<file path="config.mk">
export PLATFORM = sky130hd
export DESIGN_NAME = ecrm_sqrt
export DESIGN_NICKNAME = d
export VERILOG_FILES = /design/src/sv/ecrm_pkg.sv /design/src/sv/ecrm_sqrt.sv
export SDC_FILE = /design/constraint.sdc
export NUM_CORES = 1
export LEC_CHECK = 0
export BUFFER_PORTS_ARGS = -buffer_cell sky130_fd_sc_hd__buf_2
export CAP_MARGIN = 25
export CORE_ASPECT_RATIO = 1.5
export CORE_MARGIN = 3
export CORE_UTILIZATION = 53
export DETAILED_ROUTE_END_ITERATION = 16
export GPL_TIMING_DRIVEN = 0
export PLACE_DENSITY = 0.85
export SETUP_SLACK_MARGIN = 0.05
export SYNTH_ARGS = -nofsm -noshare
export SYNTH_HDL_FRONTEND = slang
export SYNTH_SLANG_ARGS = --single-unit
</file>
<file path="constraint.sdc">
create_clock -name clock -period 2.7 [get_ports clock]
set_input_delay 0.405 -clock clock [delete_from_list [all_inputs] [get_ports clock]]
set_output_delay 0.405 -clock clock [all_outputs]
set_load 0.02 [all_outputs]
</file>
<file path="src/sv/ecrm_pkg.sv">
// ecrm_pkg: shared types and constants for the equity curve risk metrics block
// used by ecrm_div, ecrm_sqrt and equity_curve_risk_metrics; depends on nothing
`timescale 1ns / 1ps

package ecrm_pkg;

   localparam int DVD_W   = 96;
   localparam int DEN_W   = 64;
   localparam int QUO_W   = 64;
   localparam int STEP_W  = 7;
   localparam int RAD_W   = 64;
   localparam int ROOT_W  = 40;
   localparam int SQRT_STEPS = 40;
   localparam int SQUARE_DROP = 16;
   localparam int RATIO_FRAC  = 16;
   localparam int DD_FRAC     = 32;

   localparam logic CSR_INITIAL_EQUITY = 1'b0;
   localparam logic CSR_RISK_FREE      = 1'b1;

   localparam logic [QUO_W-1:0] CAP_NONE    = '1;
   localparam logic [QUO_W-1:0] CAP_POS     = 64'h0000_0000_7FFF_FFFF;
   localparam logic [QUO_W-1:0] CAP_NEG     = 64'h0000_0000_8000_0000;
   localparam logic [QUO_W-1:0] CAP_DD      = 64'h0000_0001_0000_0000;

   typedef struct packed {
      logic              start;
      logic [DVD_W-1:0]  dvd;
      logic [STEP_W-1:0] steps;
      logic [DEN_W-1:0]  den;
      logic [QUO_W-1:0]  cap;
   } div_req_type;

   typedef struct packed {
      logic             busy;
      logic             done;
      logic [QUO_W-1:0] quo;
   } div_rsp_type;

   typedef struct packed {
      logic             start;
      logic [RAD_W-1:0] value;
   } sqrt_req_type;

   typedef struct packed {
      logic              busy;
      logic              done;
      logic [ROOT_W-1:0] root;
   } sqrt_rsp_type;

endpackage

</file>
<file path="src/sv/ecrm_sqrt.sv">
// ecrm_sqrt: bitwise integer square root of value * 2^16, one root bit per cycle
// depends on ecrm_pkg
`timescale 1ns / 1ps

module ecrm_sqrt (
   input  logic                  clock,
   input  logic                  reset,
   input  ecrm_pkg::sqrt_req_type sqrt_req,
   output ecrm_pkg::sqrt_rsp_type sqrt_rsp
);
   import ecrm_pkg::*;

   localparam int OP_W  = 2 * SQRT_STEPS;
   localparam int REM_W = ROOT_W + 2;
   localparam int CNT_W = $clog2(SQRT_STEPS + 1);

   logic [OP_W-1:0]   op_ff;
   logic [REM_W-1:0]  rem_ff;
   logic [ROOT_W-1:0] root_ff;
   logic [CNT_W-1:0]  cnt_ff;
   logic              busy_ff;
   logic              done_ff;

   logic [REM_W+1:0]  rem_sh;
   logic [REM_W+1:0]  trial;
   logic              ge;
   logic [REM_W+1:0]  rem_sub;

   assign rem_sh  = {rem_ff, op_ff[OP_W-1 -: 2]};
   assign trial   = {2'b00, root_ff, 2'b01};
   assign ge      = rem_sh >= trial;
   assign rem_sub = rem_sh - trial;

   always_ff @(posedge clock) begin
      if (reset) begin
         busy_ff <= 1'b0;
         done_ff <= 1'b0;
         cnt_ff  <= '0;
      end else if (sqrt_req.start) begin
         busy_ff <= 1'b1;
         done_ff <= 1'b0;
         cnt_ff  <= CNT_W'(SQRT_STEPS);
      end else if (busy_ff) begin
         cnt_ff <= cnt_ff - 1'b1;
         if (cnt_ff == CNT_W'(1)) begin
            busy_ff <= 1'b0;
            done_ff <= 1'b1;
         end
      end else begin
         done_ff <= 1'b0;
      end
   end

   always_ff @(posedge clock) begin
      if (sqrt_req.start) begin
         op_ff   <= {sqrt_req.value, {(OP_W-RAD_W){1'b0}}};
         rem_ff  <= '0;
         root_ff <= '0;
      end else if (busy_ff) begin
         op_ff   <= op_ff << 2;
         rem_ff  <= ge ? rem_sub[REM_W-1:0] : rem_sh[REM_W-1:0];
         root_ff <= {root_ff[ROOT_W-2:0], ge};
      end
   end

   assign sqrt_rsp.busy = busy_ff;
   assign sqrt_rsp.done = done_ff;
   assign sqrt_rsp.root = root_ff;

endmodule

</file>
==> out/qor.csv <==
metric,value,unit
whs_path_depth,2,
overflow,0,
intPower,7.18,mW
cp_data_required_time,3030,ps
yosysSeqAreaShare,42.7,%
postCtsHoldBufs,0,
die-area,0.0180,mm2
r2r_end,rem_ff[32]$_SDFFE_PP0P_,
synthTopCellsByArea,"edfxtp_1 22%, dfxtp_1 21%, mux2_2 8.1%",
cts_tree,built,
reg2regPathDepth,11,
finClkSkew,7.39,ps
clk_latency,430,ps
yosysUniqueCellTypes,61,
fin_crit,3060,ps
avgViaCountPerCell,6.50,
cts_inserted_buffers,17,
syn_area,0.00871,mm2
wl,29500,um
grtUsageTotal,27.7,%
hp-start,sqrt_req[0],
cp_max_fo,6,
finalPower,12.3,mW
wire_per_inst,22.4,um
dp_hpwl,16300,um
clkTransAtPathRegs,60,ps
min_period_over_period,113,%
ant_nets,0,
crit_path_end_kind,register,
max_slew_margin,33.0,%
synth_edf_count,64,
port_buffers,106,
failed_checks,negative setup slack,
regArea,0.00379,mm2
cts_sinks,154,
powerDensity,1050,mW/mm2
synth_top_area_share,22.1,%
fp.dieW,111,um
fmax,326,MHz
place_ws,-496,ps
r2r_start,rem_ff[7]$_SDFFE_PP0P_,
synth_common_cells,"106 x nor2_1, 103 x nand2_1, 90 x dfxtp_1",
grt_pass1_wl,40300,um
core-area,0.0159,mm2
ir_drop,823,uV
ys.flop_type,dfxtp_1,
worstSetupPathType,register to register,
synth_most_common_cell,nor2_1,
p_sw,5.09,mW
drv_slew,0,
core.rowCount,56,
setup_viol,43,
fin_nets,1208,
vias,8535,
ioPinCount,109,
synthToLayoutAreaGrowth,34.4,%
status,finished with violations,
drive_gt1_share,41.2,%
netlist_instances,921,
timing.hold.ws,264,ps
ctsRootBufferMaster,clkbuf_16,
antenna_cells,0,
fillers,974,
finalHoldViolations,0,
dr.pass1.iters,10,
power_frac_seq,24.0,%
hold_class,input port to register,
synth_largest_area_cell,edfxtp_1,
worst_slew_pin_slew,1010,ps
multi_input_area,0.00552,mm2
clk_path_buf_depth,2,
antenna_found_initial,0,
ys_ff_latch,154,
grt_max_degree,38,
timing.reg2reg.setup_slack,-360,ps
grt_pass1_vias,8251,
fin_area,0.0117,mm2
place.gp.congestion,0.921,
yosysWarnings,0,
critPathLaunchType,register,
power_frac_clock,19.1,%
grt_setup_unrepaired,true,
drt-initial-drc-count,994,
arrival,3390,ps
whs_endpoint,op_ff[16]$_SDFFCE_PN0P_,
share_comb_of_total_power,56.9,%
syn_avg_cell_area,9.46,um2
cts_max_level,4,
leakagePower,4.74,nW
fin_ws,-364,ps
switching_share,41.5,%
place_area,0.00972,mm2
start_util,54.8,%
cap_violations,0,
ys_async_sr_fraction,0,%
syn_nets,1032,
drc_errors,0,
dieHeight,163,um
## registers in the layout, indices dropped and copies added, names as in the netlist
register,cells
cnt_ff,6
op_ff,64
busy_ff,1
root_ff,40
rem_ff,42
done_ff,1
## critical path, stage by stage (launching register included)
cell       delay [ps]
dfxtp_1           430
ha_4              260
a21oi_1           400
nand2_1           200
a2bb2oi_2         210
nand3_2           140
buf_4             130
a21boi_0          100
o21ai_0           280
a21oi_1           140
a311o_1           360
a311oi_2          320
## per-layer routing
layer  wire length, um  track usage [%]
met4              2440             16.6
met5                 0                0
met2             14300             49.9
met1              9840             28.7
met3              2860             7.45
## metrics by stage
| step | TNS, ps | instances | utilization, % |
|---|---|---|---|
| 6_report | -8640 | 1313 | 73.6 |
| 5_1_grt | -12150 | 1313 | 73.6 |
| 4_1_cts | -613 | 1299 | 70.4 |
| 3_5_place_dp | -15900 | 1231 | 61.1 |
| 3_3_place_gp | -55870 | 1230 | 61.0 |
| 2_1_floorplan | -38.3 | 921 | - |
## what timing repair did
item / in CTS / in global routing
setup buffers: 47 / 14
endpoints found under the hold margin: 0 / 0
cloned: 2 / 0
pin swaps: 63 / 42
endpoints found under the setup margin: 43 / 43
resized for setup: 120 / 94
## final cells by class
type / count / share of cell area [%]
Inverter: 54 / 1.75
Buffer: 42 / 1.99
Multi-Input combinational cell: 658 / 47.2
Clock buffer: 23 / 3.97
Tap cell: 203 / 2.17
Clock inverter: 9 / 0.791
Sequential cell: 154 / 32.3
Timing Repair Buffer: 170 / 9.83
## layout by cell type (no fill, tap or decap), types with 35 or more instances in the layout
master	n
a21oi_1	35
buf_2	106
buf_4	50
dfxtp_1	57
edfxtp_1	64
inv_1	49
mux2_2	62
mux2i_1	43
nand2_1	85
nor2_1	101
## power groups by stage
stage	clock [mW]	combinational [mW]	sequential [mW]
3_3_place_gp	0	3.95	2.93
3_5_place_dp	0	4.03	2.93
4_1_cts	2.32	5.64	2.90
6_report	2.34	6.98	2.95
5_1_grt	2.41	7.22	2.96
2_1_floorplan	0	3.16	2.87
## cell families (layout without fill, tap and decap cells)
family / Yosys count / count (layout) / share of synthesized area, %
AOI/OAI and AO/OA: 192 / 192 / 15.1
xor gates and xnor gates: 40 / 40 / 4.02
adders and majority gates: 44 / 44 / 6.32
buffers and inverters: 109 / 298 / 5.04
DFF: 154 / 154 / 42.7
muxes: 106 / 106 / 13.1
and+or+nand+nor: 276 / 276 / 13.7
## worst max-delay path by stage
| stage | startpoint | endpoint | slack [ps] | depth (start not counted) |
|---|---|---|---|---|
| final | rem_ff[7]$_SDFFE_PP0P_ | rem_ff[32]$_SDFFE_PP0P_ | -360 | 11 |
| after global routing | rem_ff[7]$_SDFFE_PP0P_ | rem_ff[32]$_SDFFE_PP0P_ | -600 | 11 |
| after CTS | root_ff[15]$_SDFFE_PP0P_ | rem_ff[19]$_SDFFE_PP0P_ | -60 | 13 |
| after detailed placement | root_ff[0]$_SDFFE_PP0P_ | rem_ff[37]$_SDFFE_PP0P_ | -500 | 12 |
| after global placement | busy_ff$_SDFF_PP0_ | op_ff[27]$_DFFE_PP_ | -670 | 3 |
| after floorplan | root_ff[15]$_SDFFE_PP0P_ | rem_ff[32]$_SDFFE_PP0P_ | -40 | 13 |
(Power assumes the default switching activity.)
