File: config.mk
export PLATFORM = sky130hd
export DESIGN_NAME = ecrm_div
export DESIGN_NICKNAME = d
export VERILOG_FILES = /design/src/sv/ecrm_pkg.sv /design/src/sv/ecrm_div.sv
export SDC_FILE = /design/constraint.sdc
export NUM_CORES = 1
export LEC_CHECK = 0
export BUFFER_PORTS_ARGS = -buffer_cell sky130_fd_sc_hd__buf_2
export CORE_ASPECT_RATIO = 0.5
export CORE_MARGIN = 5
export CORE_UTILIZATION = 25
export CTS_BUF_LIST = sky130_fd_sc_hd__clkbuf_4 sky130_fd_sc_hd__clkbuf_8
export DETAILED_ROUTE_END_ITERATION = 8
export SLEW_MARGIN = 20
export SYNTH_ARGS = -nofsm -noshare
export SYNTH_HDL_FRONTEND = slang
export SYNTH_SLANG_ARGS = --single-unit
export TNS_END_PERCENT = 1
File: constraint.sdc
create_clock -name clock -period 7.85 [get_ports clock]
set_clock_uncertainty 0.15 [all_clocks]
set_input_delay 0.3925 -clock clock [delete_from_list [all_inputs] [get_ports clock]]
set_output_delay 0.3925 -clock clock [all_outputs]
set_load 0.03 [all_outputs]
File: src/sv/ecrm_pkg.sv
// ecrm_pkg: shared types and constants for the equity curve risk metrics block
// used by ecrm_div, ecrm_sqrt and equity_curve_risk_metrics; depends on nothing
`timescale 1ns / 1ps

package ecrm_pkg;

   localparam int DVD_W   = 96;
   localparam int DEN_W   = 64;
   localparam int QUO_W   = 64;
   localparam int STEP_W  = 7;
   localparam int RAD_W   = 64;
   localparam int ROOT_W  = 40;
   localparam int SQRT_STEPS = 40;
   localparam int SQUARE_DROP = 16;
   localparam int RATIO_FRAC  = 16;
   localparam int DD_FRAC     = 32;

   localparam logic CSR_INITIAL_EQUITY = 1'b0;
   localparam logic CSR_RISK_FREE      = 1'b1;

   localparam logic [QUO_W-1:0] CAP_NONE    = '1;
   localparam logic [QUO_W-1:0] CAP_POS     = 64'h0000_0000_7FFF_FFFF;
   localparam logic [QUO_W-1:0] CAP_NEG     = 64'h0000_0000_8000_0000;
   localparam logic [QUO_W-1:0] CAP_DD      = 64'h0000_0001_0000_0000;

   typedef struct packed {
      logic              start;
      logic [DVD_W-1:0]  dvd;
      logic [STEP_W-1:0] steps;
      logic [DEN_W-1:0]  den;
      logic [QUO_W-1:0]  cap;
   } div_req_type;

   typedef struct packed {
      logic             busy;
      logic             done;
      logic [QUO_W-1:0] quo;
   } div_rsp_type;

   typedef struct packed {
      logic             start;
      logic [RAD_W-1:0] value;
   } sqrt_req_type;

   typedef struct packed {
      logic              busy;
      logic              done;
      logic [ROOT_W-1:0] root;
   } sqrt_rsp_type;

endpackage

File: src/sv/ecrm_div.sv
// ecrm_div: restoring divider, one quotient bit per cycle, result capped
// depends on ecrm_pkg
`timescale 1ns / 1ps

module ecrm_div (
   input  logic                 clock,
   input  logic                 reset,
   input  ecrm_pkg::div_req_type div_req,
   output ecrm_pkg::div_rsp_type div_rsp
);
   import ecrm_pkg::*;

   logic [DVD_W-1:0]  dvd_ff;
   logic [DEN_W-1:0]  den_ff;
   logic [QUO_W-1:0]  cap_ff;
   logic [DEN_W-1:0]  rem_ff;
   logic [QUO_W-1:0]  quo_ff;
   logic              ovf_ff;
   logic [STEP_W-1:0] cnt_ff;
   logic              busy_ff;
   logic              done_ff;

   logic [DEN_W:0]    rem_sh;
   logic              ge;
   logic [DEN_W:0]    rem_sub;

   assign rem_sh  = {rem_ff, dvd_ff[DVD_W-1]};
   assign ge      = rem_sh >= {1'b0, den_ff};
   assign rem_sub = rem_sh - {1'b0, den_ff};

   always_ff @(posedge clock) begin
      if (reset) begin
         busy_ff <= 1'b0;
         done_ff <= 1'b0;
         cnt_ff  <= '0;
      end else if (div_req.start) begin
         busy_ff <= 1'b1;
         done_ff <= 1'b0;
         cnt_ff  <= div_req.steps;
      end else if (busy_ff) begin
         cnt_ff <= cnt_ff - 1'b1;
         if (cnt_ff == STEP_W'(1)) begin
            busy_ff <= 1'b0;
            done_ff <= 1'b1;
         end
      end else begin
         done_ff <= 1'b0;
      end
   end

   always_ff @(posedge clock) begin
      if (div_req.start) begin
         dvd_ff <= div_req.dvd;
         den_ff <= div_req.den;
         cap_ff <= div_req.cap;
         rem_ff <= '0;
         quo_ff <= '0;
         ovf_ff <= 1'b0;
      end else if (busy_ff) begin
         dvd_ff <= dvd_ff << 1;
         rem_ff <= ge ? rem_sub[DEN_W-1:0] : rem_sh[DEN_W-1:0];
         quo_ff <= {quo_ff[QUO_W-2:0], ge};
         ovf_ff <= ovf_ff | quo_ff[QUO_W-1];
      end
   end

   assign div_rsp.busy = busy_ff;
   assign div_rsp.done = done_ff;
   assign div_rsp.quo  = (ovf_ff || quo_ff > cap_ff) ? cap_ff : quo_ff;

endmodule

==> results.py <==
metrics = {
    "sta": {
        "finalCritPeriodShare_pct": 60.14,
        "holdWs_ns": 0.04709,
        "setup-violations-final": 0,
        "worst_pin_slew_ns": 1.140,
        "setup_tns_ns": 0,
        "max_slew_margin_pct": 23.99,
        "finalHoldViolCount": 0,
        "rsz0062_at_grt": "no",
        "fmax_mhz": 211.8,
        "report.final.slew_viol_count": 0,
        "period_minus_slack_ns": 4.721,
    },
    "die": {
        "die_height_um": 208.4,
        "initial_core_util_pct": 25.34,
        "die_w_um": 406.8,
        "fp.coreArea_um2": 77650,
        "die_area_um2": 84770,
        "ioPinCount": 300,
        "core.rowCount": 72,
    },
    "yosys": {
        "ys.flop_type": "edfxtp_1",
        "synthesis.area_um2": 19680,
        "synth.distinct_cells": 64,
        "netlist_top_cells_count": "edfxtp_1, nor2_1, mux2_2, inv_1, dfxtp_1",
        "synth_edf_count": 224,
        "yosys.area.top_type": "edfxtp_1",
        "synth_nets": 2226,
        "postSynthCellCount": 1861,
        "synth_top_area_share_pct": 34.18,
        "yosysMostFrequentCell": "edfxtp_1",
        "synth-seq-cells": 362,
        "ys_top_cells_by_area": "edfxtp_1, dfxtp_1, mux2_2",
        "async_flop_share_pct": 0,
        "seq_area_frac_synth_pct": 48.22,
        "avgSynthCellArea_um2": 10.58,
        "yosys_warnings": 0,
    },
    "worst_hold_path": {
        "hold_depth": 2,
        "hold_class": "in2reg",
        "min_delay_worst_endpoint": "rem_ff[3]",
        "min_from": "div_req[231]",
    },
    "critical_path": {
        "start_kind": "flip-flop",
        "crit_required_ns": 7.31,
        "r2r_start": "den_ff[36]",
        "crit_type": "reg2out",
        "cp_max_fo": 46,
        "cp.arrival_ns": 4.18,
        "r2r_slack_ns": 3.65,
        "cp-end-kind": "output pin",
        "rr_worst_depth": 13,
        "r2r_end": "rem_ff[60]",
    },
    "place": {
        "place_area_um2": 22140,
        "dp_cells": 3109,
        "dp_hpwl_mm": 38.34,
        "gp_congestion": 0.8513,
        "port-buffer-count": 299,
    },
    "power": {
        "powerDensity_nw_per_um2": 185.9,
        "pwr-share-seq_pct": 46.6,
        "leakagePower_nw": 11.19,
        "intPower_mw": 3.500,
        "p_comb_share_pct": 16.8,
        "vdd_drop_max_uv": 114.0,
        "sw_frac_of_total_pct": 27.20,
        "clkPwrFrac_pct": 36.6,
        "switchingPower_mw": 1.307,
    },
    "detailed_routing": {
        "highest_layer": "met4",
        "dr.pass1.iters": 5,
        "vias": 15676,
        "drt_iter0_markers": 860,
        "met2_length_mm": 29.66,
        "viasPerCell": 4.514,
        "avgRoutedWirePerCell_um": 15.72,
        "drt-met1-wl_mm": 20.70,
        "wirelength_mm": 54.59,
        "wl_met3_mm": 1.667,
        "drc": 0,
        "antenna_left": 0,
    },
    "clocking": {
        "cts_tree": "yes",
        "cts_setup_buffers": 0,
        "cts_resized": 0,
        "h-tree-depth": 2,
        "clock-sinks": 362,
        "hold_buffers": 239,
        "clk_path_buf_depth": 3,
        "cts-buffers-inserted": 59,
        "clk_latency_ns": 0.67,
        "cts-root-buf": "clkbuf_8",
        "clkSlewWorstSetupHoldPaths_ns": 0.06,
    },
    "layout": {
        "layout.nets": 2739,
        "final_util_pct": 33.29,
        "area_growth_pct": 31.36,
        "fin_cells": 3473,
        "fin_area_um2": 25850,
        "fillers": 7823,
        "drive_above_1_share_pct": 24.12,
    },
    "global_route": {
        "grt_max_degree": 193,
        "grt_pass1_wl_mm": 85.04,
        "grt_pass1_vias": 16205,
        "grt_util_all_layers_pct": 12.32,
        "grt_overflow": 0,
        "antenna_found_initial": 11,
    },
    "status": {
        "outcome": "finished, final reports clean",
    },
    "job": {
        "cap_violations": 0,
    },
}
placed cells by master, fill, tap and decap left out, types with 37 or more instances in the layout:
| master | count |
|---|---|
| a21o_1 | 40 |
| a21oi_1 | 115 |
| buf_2 | 298 |
| clkbuf_8 | 67 |
| dfxtp_1 | 137 |
| dlygate4sd3_1 | 239 |
| edfxtp_1 | 224 |
| ha_1 | 130 |
| inv_1 | 151 |
| mux2_2 | 160 |
| mux2i_1 | 81 |
| nand2_1 | 115 |
| nand4_1 | 37 |
| nor2_1 | 188 |
| o21ai_0 | 88 |
flip-flops by register name, summed over array words and instances, names as in the netlist:
name	count
busy_ff	1
cap_ff	64
cnt_ff	7
den_ff	64
done_ff	1
dvd_ff	96
ovf_ff	1
quo_ff	64
rem_ff	64
worst max path at each step:
| stage | start | to | slack, ns | cells after the start |
|---|---|---|---|---|
| global placement | dvd_ff[95] | rem_ff[62] | 3.64 | 14 |
| global route | cap_ff[1] | div_rsp[42] | 2.74 | 15 |
| finish | cap_ff[1] | div_rsp[42] | 3.13 | 15 |
| detailed placement | dvd_ff[95] | rem_ff[62] | 3.67 | 14 |
| floorplan | div_req[231] | dvd_ff[0] | 4.38 | 4 |
| CTS | cap_ff[1] | div_rsp[42] | 3.09 | 15 |
cells by family after synthesis:
group,count (synthesis),share of synthesized area [%]
AO/OA/AOI/OAI,390,12.58
XOR/XNOR,65,2.893
adder cells (fa/ha/maj),131,8.367
buffers and inverters,247,5.054
flip-flops,362,48.22
multiplexers,241,13.27
AND/OR/NAND/NOR,425,9.619
stage by stage:
step | total power, mW | worst slack (ns)
3_3_place_gp | 2.962 | 3.642
4_1_cts | 4.861 | 3.085
3_5_place_dp | 2.974 | 3.674
2_1_floorplan | 2.758 | 4.376
6_report | 4.807 | 3.129
5_1_grt | 5.039 | 2.737
critical path, stage by stage, from the launching register on:
cell and delay (ns):
edfxtp_1 0.34, inv_1 0.05, ha_1 0.27, inv_1 0.05, o21bai_1 0.13, a21o_1 0.13
a21oi_1 0.06, o21ai_0 0.14, a21oi_1 0.12, o221ai_1 0.21, a21oi_1 0.09, o21ai_0 0.18
o21a_2 0.52, buf_4 0.59, mux2_2 0.42, buf_2 0.18
metal layers:
metal / vias up / global-route usage, %
met5: - / 0
met4: 0 / 6.489
met3: 144 / 1.534
met2: 305 / 23.77
met1: 7477 / 12.99
li1: 7750 / -
power groups by stage:
stage          combinational (mW)  sequential (mW)  clock [mW]
6_report                    0.807             2.24        1.76
5_1_grt                     0.891             2.25        1.90
4_1_cts                     0.802             2.24        1.82
3_5_place_dp                0.694             2.28           0
3_3_place_gp                0.686             2.28           0
2_1_floorplan               0.507             2.25           0
final cells by class:
type	instances	area [µm²]	share of cell area [%]
Multi-Input combinational cell	1252	9203	35.60
Tap cell	1036	1296	5.014
Antenna cell	12	30.03	0.1162
Clock inverter	25	187.7	0.7260
Inverter	152	571.8	2.212
Clock buffer	87	1072	4.148
Sequential cell	362	9493	36.72
Timing Repair Buffer	547	3999	15.47
(Power assumes the default switching activity.)
